$ cat config.mk
export PLATFORM = sky130hd
export DESIGN_NAME = wheel_velocity_command_shaper_unit
export DESIGN_NICKNAME = d
export VERILOG_FILES = /design/src/rtl/wvcs_pkg.sv /design/src/rtl/wheel_velocity_command_shaper_unit.sv
export SDC_FILE = /design/constraint.sdc
export NUM_CORES = 2
export LEC_CHECK = 0
export BUFFER_PORTS_ARGS = -buffer_cell sky130_fd_sc_hd__buf_2
export CAP_MARGIN = 20
export CELL_PAD_IN_SITES_DETAIL_PLACEMENT = 0
export CELL_PAD_IN_SITES_GLOBAL_PLACEMENT = 1
export CORE_MARGIN = 5
export CORE_UTILIZATION = 25
export DETAILED_ROUTE_END_ITERATION = 8
export PLACE_DENSITY = 0.56
export SETUP_SLACK_MARGIN = 0.5
export SKIP_LAST_GASP = 1
export SYNTH_ARGS = -nofsm -noshare
export SYNTH_HDL_FRONTEND = slang
export SYNTH_SLANG_ARGS = --single-unit
$ cat constraint.sdc
create_clock -name clk -period 29.8 [get_ports clk]
set_input_delay 4.47 -clock clk [delete_from_list [all_inputs] [get_ports clk]]
set_output_delay 4.47 -clock clk [all_outputs]
set_load 0.01 [all_outputs]
$ cat src/rtl/wvcs_pkg.sv
// ----------------------------------------------------------------------------
// wvcs_pkg
// Shared types and constants of the wheel velocity command shaper.
// ----------------------------------------------------------------------------
package wvcs_pkg;

	// defaults of the top level parameters
	localparam int WVCS_NUM_AXES      = 2;
	localparam int WVCS_VEL_FRAC_BITS = 16;

	// field widths
	localparam int VEL_W  = 24;   // signed velocity, Q8.f
	localparam int VLIM_W = 23;   // unsigned velocity / accel limit
	localparam int CUR_W  = 16;   // current limit, Q8.8
	localparam int DT_W   = 16;   // tick time, Q0.16
	localparam int MASK_W = 2;    // manual enable mask

	// slew bypass threshold, whole turns per second
	localparam int SLEW_BYPASS_TURNS = 4;

	// configuration port
	localparam int APB_DATA_W = 32;
	localparam int APB_ADDR_W = 5;
	localparam int REG_IDX_W  = 3;

	typedef enum logic [REG_IDX_W-1:0] {
		REG_BALANCE_ENABLE     = 3'd0,
		REG_MANUAL_ENABLE_MASK = 3'd1,
		REG_VELOCITY_LIMIT     = 3'd2,
		REG_ACCEL_LIMIT        = 3'd3,
		REG_ROTATION_ERR_GAIN  = 3'd4,
		REG_CURRENT_LIM_NORMAL = 3'd5,
		REG_CURRENT_LIM_LAND   = 3'd6
	} reg_idx_t;

	typedef enum logic [1:0] {
		REQ_NONE        = 2'd0,
		REQ_CLOSED_LOOP = 2'd1,
		REQ_IDLE        = 2'd2
	} state_req_t;

endpackage

$ cat src/rtl/wheel_velocity_command_shaper_unit.sv
// ----------------------------------------------------------------------------
// wheel_velocity_command_shaper_unit
// One control tick per request for one wheel axis: run decision, current
// limit selection, velocity source selection, slew limit and final clamp.
// ----------------------------------------------------------------------------
//
//  channel   handshake                 payload
//  -------   -----------------------   -----------------------------------------
//  in        in_valid / in_stall       axis_select .. tick_time (one tick)
//  out       out_valid / out_stall     axis_out .. accel_limit_applied
//  config    psel/penable/pwrite/...   7 registers at byte address 4*index
//
//  one request per cycle sustained unless out_stall holds the result; each
//  request passes the input stage (gain multiply and accel*dt), then the per-axis stage
//  per-axis state is read and updated as a request leaves the input stage,
//  so back-to-back requests on the same axis see each other's updates
//  reset clears configuration, per-axis state and both valid flags
//  out_stall holds the result register; in_stall rises only when both stages
//  are full and the result is held
//
module wheel_velocity_command_shaper_unit
	import wvcs_pkg::*;
#(
	parameter int NUM_AXES      = WVCS_NUM_AXES,
	parameter int VEL_FRAC_BITS = WVCS_VEL_FRAC_BITS
) (
	input  logic                     clk,
	input  logic                     arst_n,

	// configuration port
	input  logic                     psel,
	input  logic                     penable,
	input  logic                     pwrite,
	input  logic [APB_ADDR_W-1:0]    paddr,
	input  logic [APB_DATA_W-1:0]    pwdata,
	output logic [APB_DATA_W-1:0]    prdata,
	output logic                     pready,

	// request channel
	input  logic                     in_valid,
	output logic                     in_stall,
	input  logic                     axis_select,
	input  logic signed [VEL_W-1:0]  balance_velocity,
	input  logic signed [VEL_W-1:0]  rotation_velocity,
	input  logic signed [VEL_W-1:0]  side_correction,
	input  logic signed [VEL_W-1:0]  rotation_error,
	input  logic signed [VEL_W-1:0]  smoothed_velocity,
	input  logic signed [VEL_W-1:0]  manual_velocity,
	input  logic                     robot_standing,
	input  logic                     landing_active,
	input  logic                     index_search_phase,
	input  logic                     motor_ready,
	input  logic [DT_W-1:0]          tick_time,

	// result channel
	output logic                     out_valid,
	input  logic                     out_stall,
	output logic                     axis_out,
	output logic signed [VEL_W-1:0]  velocity_command,
	output logic                     running,
	output logic [1:0]               state_request,
	output logic                     current_limit_write,
	output logic [CUR_W-1:0]         current_limit_value,
	output logic                     accel_limit_applied
);

	// widths derived from the fraction size
	localparam int SLOT_W  = (NUM_AXES > 1) ? $clog2(NUM_AXES) : 1;
	localparam int PROD_W  = 2 * VEL_W;
	localparam int TERM_W  = PROD_W - VEL_FRAC_BITS;   // gain term after the shift
	localparam int SUM_W   = TERM_W + 2;               // four-term balance sum
	localparam int DIFF_W  = SUM_W + 1;                // target minus previous
	localparam int FAR_W   = VEL_W + 2;                // slip distance
	localparam int STEP_P_W = VLIM_W + DT_W;           // accel * dt product

	localparam logic signed [SUM_W-1:0] INDEX_SPEED =
		SUM_W'(1) << (VEL_FRAC_BITS - 1);
	localparam logic signed [FAR_W-1:0] FAR_LIMIT =
		FAR_W'(SLEW_BYPASS_TURNS) << VEL_FRAC_BITS;

	// ------------------------------------------------------------------------
	// configuration registers
	// ------------------------------------------------------------------------
	logic                     balance_enable_q;
	logic [MASK_W-1:0]        manual_enable_mask_q;
	logic [VLIM_W-1:0]        velocity_limit_q;
	logic [VLIM_W-1:0]        accel_limit_q;
	logic signed [VEL_W-1:0]  rotation_error_gain_q;
	logic [CUR_W-1:0]         current_limit_normal_q;
	logic [CUR_W-1:0]         current_limit_landing_q;

	logic     cfg_wr;
	reg_idx_t cfg_idx;

	assign pready  = 1'b1;
	assign cfg_wr  = psel & penable & pwrite & pready;
	assign cfg_idx = reg_idx_t'(paddr[REG_IDX_W+1:2]);

	always_ff @(posedge clk or negedge arst_n) begin
		if (!arst_n) begin
			balance_enable_q        <= 1'b0;
			manual_enable_mask_q    <= '0;
			velocity_limit_q        <= '0;
			accel_limit_q           <= '0;
			rotation_error_gain_q   <= '0;
			current_limit_normal_q  <= '0;
			current_limit_landing_q <= '0;
		end else if (cfg_wr) begin
			case (cfg_idx)
				REG_BALANCE_ENABLE:     balance_enable_q        <= pwdata[0];
				REG_MANUAL_ENABLE_MASK: manual_enable_mask_q    <= pwdata[MASK_W-1:0];
				REG_VELOCITY_LIMIT:     velocity_limit_q        <= pwdata[VLIM_W-1:0];
				REG_ACCEL_LIMIT:        accel_limit_q           <= pwdata[VLIM_W-1:0];
				REG_ROTATION_ERR_GAIN:  rotation_error_gain_q   <= pwdata[VEL_W-1:0];
				REG_CURRENT_LIM_NORMAL: current_limit_normal_q  <= pwdata[CUR_W-1:0];
				REG_CURRENT_LIM_LAND:   current_limit_landing_q <= pwdata[CUR_W-1:0];
				default: ;  // unmapped address, write dropped
			endcase
		end
	end

	// readback, gain is sign extended
	always_comb begin
		case (cfg_idx)
			REG_BALANCE_ENABLE:     prdata = APB_DATA_W'(balance_enable_q);
			REG_MANUAL_ENABLE_MASK: prdata = APB_DATA_W'(manual_enable_mask_q);
			REG_VELOCITY_LIMIT:     prdata = APB_DATA_W'(velocity_limit_q);
			REG_ACCEL_LIMIT:        prdata = APB_DATA_W'(accel_limit_q);
			REG_ROTATION_ERR_GAIN:  prdata = APB_DATA_W'(rotation_error_gain_q);
			REG_CURRENT_LIM_NORMAL: prdata = APB_DATA_W'(current_limit_normal_q);
			REG_CURRENT_LIM_LAND:   prdata = APB_DATA_W'(current_limit_landing_q);
			default:                prdata = '0;
		endcase
	end

	// ------------------------------------------------------------------------
	// handshake: input stage s1, result register behind it
	// ------------------------------------------------------------------------
	logic valid_s1;
	logic out_valid_q;
	logic s1_go;      // s1 content may move into the result register
	logic s1_fire;    // a request actually moves, per-axis state updates

	assign s1_go    = !out_valid_q || !out_stall;
	assign s1_fire  = valid_s1 && s1_go;
	assign in_stall = valid_s1 && !s1_go;

	// ------------------------------------------------------------------------
	// input stage: stateless terms, gain multiply and slew step
	// ------------------------------------------------------------------------
	logic signed [PROD_W-1:0]   err_prod;
	logic signed [PROD_W-1:0]   err_prod_sh;
	logic [STEP_P_W-1:0]        step_prod;
	logic                       run_in;
	logic                       index_drive_in;

	// floor shift of the gain product, as an arithmetic shift
	assign err_prod    = rotation_error * rotation_error_gain_q;
	assign err_prod_sh = err_prod >>> VEL_FRAC_BITS;
	assign step_prod   = STEP_P_W'(accel_limit_q) * STEP_P_W'(tick_time);

	assign index_drive_in = index_search_phase & motor_ready;
	assign run_in = manual_enable_mask_q[axis_select]
		| (balance_enable_q & robot_standing)
		| index_drive_in;

	logic                       axis_s1;
	logic signed [VEL_W-1:0]    bal_s1;
	logic signed [VEL_W-1:0]    rot_s1;
	logic signed [VEL_W-1:0]    corr_s1;
	logic signed [TERM_W-1:0]   term_s1;
	logic signed [VEL_W-1:0]    smooth_s1;
	logic signed [VEL_W-1:0]    manual_s1;
	logic                       run_s1;
	logic                       index_drive_s1;
	logic                       landing_s1;
	logic [VLIM_W-1:0]          step_s1;

	always_ff @(posedge clk or negedge arst_n) begin
		if (!arst_n) begin
			valid_s1 <= 1'b0;
		end else if (!in_stall) begin
			valid_s1 <= in_valid;
		end
	end

	always_ff @(posedge clk) begin
		if (in_valid && !in_stall) begin
			axis_s1        <= axis_select;
			bal_s1         <= balance_velocity;
			rot_s1         <= rotation_velocity;
			corr_s1        <= side_correction;
			term_s1        <= err_prod_sh[TERM_W-1:0];
			smooth_s1      <= smoothed_velocity;
			manual_s1      <= manual_velocity;
			run_s1         <= run_in;
			index_drive_s1 <= index_drive_in;
			landing_s1     <= landing_active;
			step_s1        <= step_prod[STEP_P_W-1:DT_W];
		end
	end

	// ------------------------------------------------------------------------
	// per-axis state
	// ------------------------------------------------------------------------
	logic signed [VEL_W-1:0] prev_vel_q [NUM_AXES];
	logic                    run_flag_q [NUM_AXES];
	logic [CUR_W-1:0]        last_lim_q [NUM_AXES];

	logic [SLOT_W-1:0] slot;

	// with a single slot both axes share it
	always_comb begin
		if (int'(axis_s1) < NUM_AXES)
			slot = SLOT_W'(axis_s1);
		else
			slot = SLOT_W'(NUM_AXES - 1);
	end

	// ------------------------------------------------------------------------
	// second stage: state, velocity source, slew, clamp
	// ------------------------------------------------------------------------
	logic signed [VEL_W-1:0]  prev;
	logic                     run_flag;
	logic [CUR_W-1:0]         wanted_lim;
	logic                     lim_write;
	state_req_t               request;
	logic signed [SUM_W-1:0]  bal_sum;
	logic signed [SUM_W-1:0]  target;
	logic signed [DIFF_W-1:0] diff;
	logic signed [FAR_W-1:0]  far_diff;
	logic signed [FAR_W-1:0]  far_abs;
	logic                     applied;
	logic signed [DIFF_W-1:0] step_s;
	logic signed [DIFF_W-1:0] diff_cl;
	logic signed [DIFF_W-1:0] pre_clamp;
	logic signed [DIFF_W-1:0] vlim;
	logic signed [DIFF_W-1:0] vel_final;

	assign prev     = prev_vel_q[slot];
	assign run_flag = run_flag_q[slot];

	// current limit selection, write flagged on change
	assign wanted_lim = landing_s1 ? current_limit_landing_q : current_limit_normal_q;
	assign lim_write  = wanted_lim != last_lim_q[slot];

	// run transitions
	always_comb begin
		if (run_s1 && !run_flag)
			request = REQ_CLOSED_LOOP;
		else if (!run_s1 && run_flag)
			request = REQ_IDLE;
		else
			request = REQ_NONE;
	end

	// balance terms: left axis b - r + c - g, right axis -(b + r + c + g)
	always_comb begin
		if (axis_s1)
			bal_sum = -(SUM_W'(bal_s1) + SUM_W'(rot_s1) + SUM_W'(corr_s1)
				+ SUM_W'(term_s1));
		else
			bal_sum = SUM_W'(bal_s1) - SUM_W'(rot_s1) + SUM_W'(corr_s1)
				- SUM_W'(term_s1);
	end

	// velocity source: zero when not running, else priority index search > balance > manual
	always_comb begin
		if (!run_s1)
			target = '0;
		else if (index_drive_s1)
			target = axis_s1 ? INDEX_SPEED : -INDEX_SPEED;
		else if (balance_enable_q)
			target = bal_sum;
		else
			target = SUM_W'(manual_s1);
	end

	assign diff = DIFF_W'(target) - DIFF_W'(prev);

	// slip distance: left prev - smooth, right -prev - smooth
	always_comb begin
		if (axis_s1)
			far_diff = -FAR_W'(prev) - FAR_W'(smooth_s1);
		else
			far_diff = FAR_W'(prev) - FAR_W'(smooth_s1);
		far_abs = far_diff[FAR_W-1] ? -far_diff : far_diff;
	end

	// braking far from the smoothed speed skips the slew limit
	assign applied = !((far_abs > FAR_LIMIT) && ((diff < 0) != (prev < 0)));

	assign step_s = DIFF_W'($signed({1'b0, step_s1}));
	assign vlim   = DIFF_W'($signed({1'b0, velocity_limit_q}));

	always_comb begin
		if (diff > step_s)
			diff_cl = step_s;
		else if (diff < -step_s)
			diff_cl = -step_s;
		else
			diff_cl = diff;

		pre_clamp = applied ? (DIFF_W'(prev) + diff_cl) : DIFF_W'(target);

		if (pre_clamp < -vlim)
			vel_final = -vlim;
		else if (pre_clamp > vlim)
			vel_final = vlim;
		else
			vel_final = pre_clamp;
	end

	// state update as the request leaves s1
	always_ff @(posedge clk or negedge arst_n) begin
		if (!arst_n) begin
			for (int i = 0; i < NUM_AXES; i++) begin
				prev_vel_q[i] <= '0;
				run_flag_q[i] <= 1'b0;
				last_lim_q[i] <= '0;
			end
		end else if (s1_fire) begin
			prev_vel_q[slot] <= vel_final[VEL_W-1:0];
			run_flag_q[slot] <= run_s1;
			last_lim_q[slot] <= wanted_lim;
		end
	end

	// ------------------------------------------------------------------------
	// result register
	// ------------------------------------------------------------------------
	logic                    axis_out_q;
	logic signed [VEL_W-1:0] velocity_command_q;
	logic                    running_q;
	state_req_t              state_request_q;
	logic                    current_limit_write_q;
	logic [CUR_W-1:0]        current_limit_value_q;
	logic                    accel_limit_applied_q;

	always_ff @(posedge clk or negedge arst_n) begin
		if (!arst_n) begin
			out_valid_q <= 1'b0;
		end else if (s1_go) begin
			out_valid_q <= valid_s1;
		end
	end

	always_ff @(posedge clk) begin
		if (s1_fire) begin
			axis_out_q            <= axis_s1;
			velocity_command_q    <= vel_final[VEL_W-1:0];
			running_q             <= run_s1;
			state_request_q       <= request;
			current_limit_write_q <= lim_write;
			current_limit_value_q <= wanted_lim;
			accel_limit_applied_q <= applied;
		end
	end

	assign out_valid           = out_valid_q;
	assign axis_out            = axis_out_q;
	assign velocity_command    = velocity_command_q;
	assign running             = running_q;
	assign state_request       = state_request_q;
	assign current_limit_write = current_limit_write_q;
	assign current_limit_value = current_limit_value_q;
	assign accel_limit_applied = accel_limit_applied_q;

	// ------------------------------------------------------------------------
	// assertions
	// ------------------------------------------------------------------------
	a_stall_only_when_full: assert property (@(posedge clk) disable iff (!arst_n)
		in_stall |-> (valid_s1 && out_valid_q && out_stall))
		else $error("input stalled while a stage is free");

	a_closed_loop_runs: assert property (@(posedge clk) disable iff (!arst_n)
		(out_valid && state_request == REQ_CLOSED_LOOP) |-> running)
		else $error("closed loop request without running motor");

	a_idle_stops: assert property (@(posedge clk) disable iff (!arst_n)
		(out_valid && state_request == REQ_IDLE) |-> !running)
		else $error("idle request with running motor");

	a_velocity_clamped: assert property (@(posedge clk) disable iff (!arst_n)
		out_valid |-> ((FAR_W'(velocity_command) <= FAR_W'($signed({1'b0, velocity_limit_q})))
			&& (FAR_W'(velocity_command) >= -FAR_W'($signed({1'b0, velocity_limit_q})))))
		else $error("velocity command outside the velocity limit");

	a_stopped_is_zero: assert property (@(posedge clk) disable iff (!arst_n)
		(out_valid && !running && !accel_limit_applied) |-> (velocity_command == '0))
		else $error("stopped motor with bypassed slew but nonzero command");

endmodule
==> flow_metrics.py <==
metrics = {
    "run_status": {
        "outcome": "complete, no violations",
    },
    "die": {
        "ios": 290,
        "rows": 189,
        "core_area_um2": 265000,
        "die_y_um": 525,
        "die-width_um": 525,
        "start_util_pct": 25.1,
        "die-area_um2": 276000,
    },
    "synth": {
        "synthTopCellsByArea": "fa_1 (31%), ha_1 (11%), edfxtp_1 (10%), dfrtp_1 (7.1%), inv_1 (7.0%)",
        "synth_fp_nets": 8972,
        "syn_area_um2": 66400,
        "synth_edf_count": 225,
        "yosysWarnings": 0,
        "ys_seq_area_share_pct": 17.3,
        "yosysTopAreaCellShare_pct": 31.1,
        "ys.flop_type": "edfxtp_1",
        "ys_async_sr_fraction_pct": 45.7,
        "syn-instance-count": 7142,
        "synth_top_area_cell": "fa_1",
        "yosysUniqueCellTypes": 96,
        "synth_area_per_cell_um2": 9.30,
        "ys_seq_elements": 414,
    },
    "sta": {
        "grt_setup_unrepaired": "no",
        "timing.fmax_mhz": 56.4,
        "worst_slew_pin_slew_ps": 1110,
        "drv_slew": 0,
        "hold_viol": 0,
        "slew_headroom_pct": 26.2,
        "fin_ws_ps": 12070,
        "period_share_pct": 59.5,
        "clock-skew-final_ps": 68.1,
        "finalSetupViolations": 0,
        "setup_tns_ps": 0,
        "min_period_ps": 17730,
    },
    "detailed_routing": {
        "vias_per_cell": 4.66,
        "vias": 50500,
        "ant_nets": 0,
        "wl_um": 230000,
        "drc_errors": 0,
        "drt_pass1_iterations": 5,
        "drtIter0Drc": 3134,
        "routedWlPerCell_um": 21.3,
    },
    "cts": {
        "cts_root_buf": "clkbuf_16",
        "postCtsHoldBufs": 0,
        "cts_buffers": 52,
        "cts_max_path_buffers": 3,
        "cts_tree": "yes",
        "insertion_delay_ps": 700,
        "cts.sinks": 414,
        "cts_resized": 0,
        "htreeDepth": 2,
        "clk_pin_slew_ps": 60,
        "post_cts_buffers": 0,
    },
    "worst_hold_path": {
        "whs_path_depth": 2,
        "min-delay-start": "last_lim_q[14]",
        "hp-class": "register to register",
        "hold_end": "last_lim_q[14]",
    },
    "setup_path": {
        "timing.rr.end": "velocity_command[11]",
        "end_kind": "register",
        "cp_max_fo": 72,
        "crit_type": "register to register",
        "worstPathArrival_ps": 18100,
        "reg2reg_depth": 60,
        "r2r-start": "bal_s1[0]",
        "r2r_slack_ps": 12070,
        "crit_top_cell": "ha_1",
        "startpoint_type": "register",
        "crit_required_ps": 30170,
        "slowest_delay_ps": 900,
        "worst_path_max_delay_cell": "a311oi_1",
    },
    "cells_and_area": {
        "design_area_um2": 73500,
        "area_growth_syn_to_layout_pct": 10.7,
        "final_cells": 10800,
        "drive_above_1_share_pct": 8.36,
        "final_nets": 9076,
        "fill_cells": 28300,
    },
    "grt": {
        "grt_pass1_vias": 54300,
        "grt_pass1_wl_um": 348000,
        "antenna_found_initial": 31,
        "grt_usage_pct": 16.5,
        "grt_max_degree": 93,
        "grt_overflow": 0,
    },
    "placement": {
        "hpwl_um": 186000,
        "port_buffers": 278,
        "pre_cts_ws_ps": 12170,
        "placed_cells": 10700,
        "placed_area_um2": 71700,
        "gp_congestion": 0.902,
    },
    "flow_run": {
        "maxCapViolCount": 0,
    },
}
-- cells in the final DEF (no fill, tap or decap), types with 90 or more instances in the layout --
cell,n
a21o_1,99
a21oi_1,289
and2_1,317
buf_2,277
buf_4,90
dfrtp_1,188
edfxtp_1,225
fa_1,1030
ha_1,591
inv_1,1238
mux2_2,99
mux2i_1,105
nand2_1,875
nor2_1,272
nor3_1,139
o21ai_0,249
xnor2_1,184
-- layer usage --
layer / global-route usage [%] / wire length (um)
met5: 0 / 56
met4: 6.94 / 11500
met3: 1.40 / 7440
met2: 28.4 / 112000
met1: 21.2 / 99500
-- cells in the mapped netlist, types with 9 or more instances --
cell type and count:
o21a_1 50, nand3_1 58, nand4_1 41, o2111ai_1 10
buf_1 17, buf_4 13, o21ai_1 11, nor3_1 140
fa_1 1030, nand2_1 877, a21oi_1 289, and2_1 318
xnor2_1 184, and3_1 27, or3_1 29, nand2b_1 64
buf_2 9, nor3b_1 17, nor2_1 275, o22ai_1 28
o21bai_1 21, a31oi_1 24, a221o_1 19, o31ai_1 62
ha_1 591, xor2_1 67, a22oi_1 11, o31a_1 9
a22o_1 16, edfxtp_1 225, nor4_1 25, inv_1 1239
o211ai_1 28, mux2i_1 106, mux2_2 99, clkbuf_1 280
a21o_1 99, a21boi_0 9, o21ai_0 249, a211oi_1 34
dfrtp_1 189, nor2b_1 71, or2_2 14
-- state kept, by name, indices dropped and copies added, names as in the netlist, 23 cells and up --
| signal | flops |
|---|---|
| accel_limit_q | 23 |
| bal_s1 | 24 |
| corr_s1 | 24 |
| last_lim_q | 32 |
| manual_s1 | 24 |
| prev_vel_q | 48 |
| rot_s1 | 24 |
| rotation_error_gain_q | 24 |
| smooth_s1 | 24 |
| step_s1 | 23 |
| term_s1 | 32 |
| velocity_command | 24 |
| velocity_limit_q | 23 |
-- stage by stage --
step           hold slack (ps)  util, %
6_report                   480     27.8
5_1_grt                    508     27.8
4_1_cts                    484     27.7
3_5_place_dp               470     27.1
3_3_place_gp               459     27.1
2_1_floorplan              421        -
-- area by class of cell --
class / instances / area [um^2] / share of cell area [%]
antenna: 9 / 22.5 / 0.0306
clock buffer: 63 / 1400 / 1.90
clock inverter: 33 / 388 / 0.528
inverter: 1242 / 4660 / 6.34
multi-input combinational: 5167 / 49000 / 66.7
sequential: 414 / 11500 / 15.6
tap: 3533 / 4420 / 6.01
timing repair buffer: 369 / 2100 / 2.86
-- worst max path at each step --
stage,start,endpoint,cells after the start
after floorplan,axis_s1,velocity_command[10],57
after global placement,bal_s1[0],velocity_command[6],60
after detailed placement,bal_s1[0],velocity_command[6],60
after CTS,bal_s1[0],velocity_command[21],60
after global routing,bal_s1[0],velocity_command[12],63
final,bal_s1[0],velocity_command[11],60
-- worst max-delay path, delay by kind of cell, from the launching register on --
kind,cells,cell delay [ps]
simple gates,13,3440
fa+ha+maj,9,3370
buf+inv,5,1180
flops,1,430
xor+xnor,1,100
mux,3,690
compound gates,29,8110
-- cells by family (layout without fill, tap and decap cells) --
kind of cell             after synthesis  after routing  synth area share, %
AO/OA/AOI/OAI                       1092           1092                 10.7
XOR/XNOR                             251            251                 3.31
adder cells (fa/ha/maj)             1622           1622                 42.2
buffers and inverters               1561           1707                 8.91
flip-flops                           414            414                 17.3
multiplexers                         206            206                 3.29
other                                  1             10              0.00565
AND/OR/NAND/NOR                     1995           1995                 14.3
Power is not shown: default switching activity piles up to over one toggle a cycle in this logic, so the estimate is an artifact.
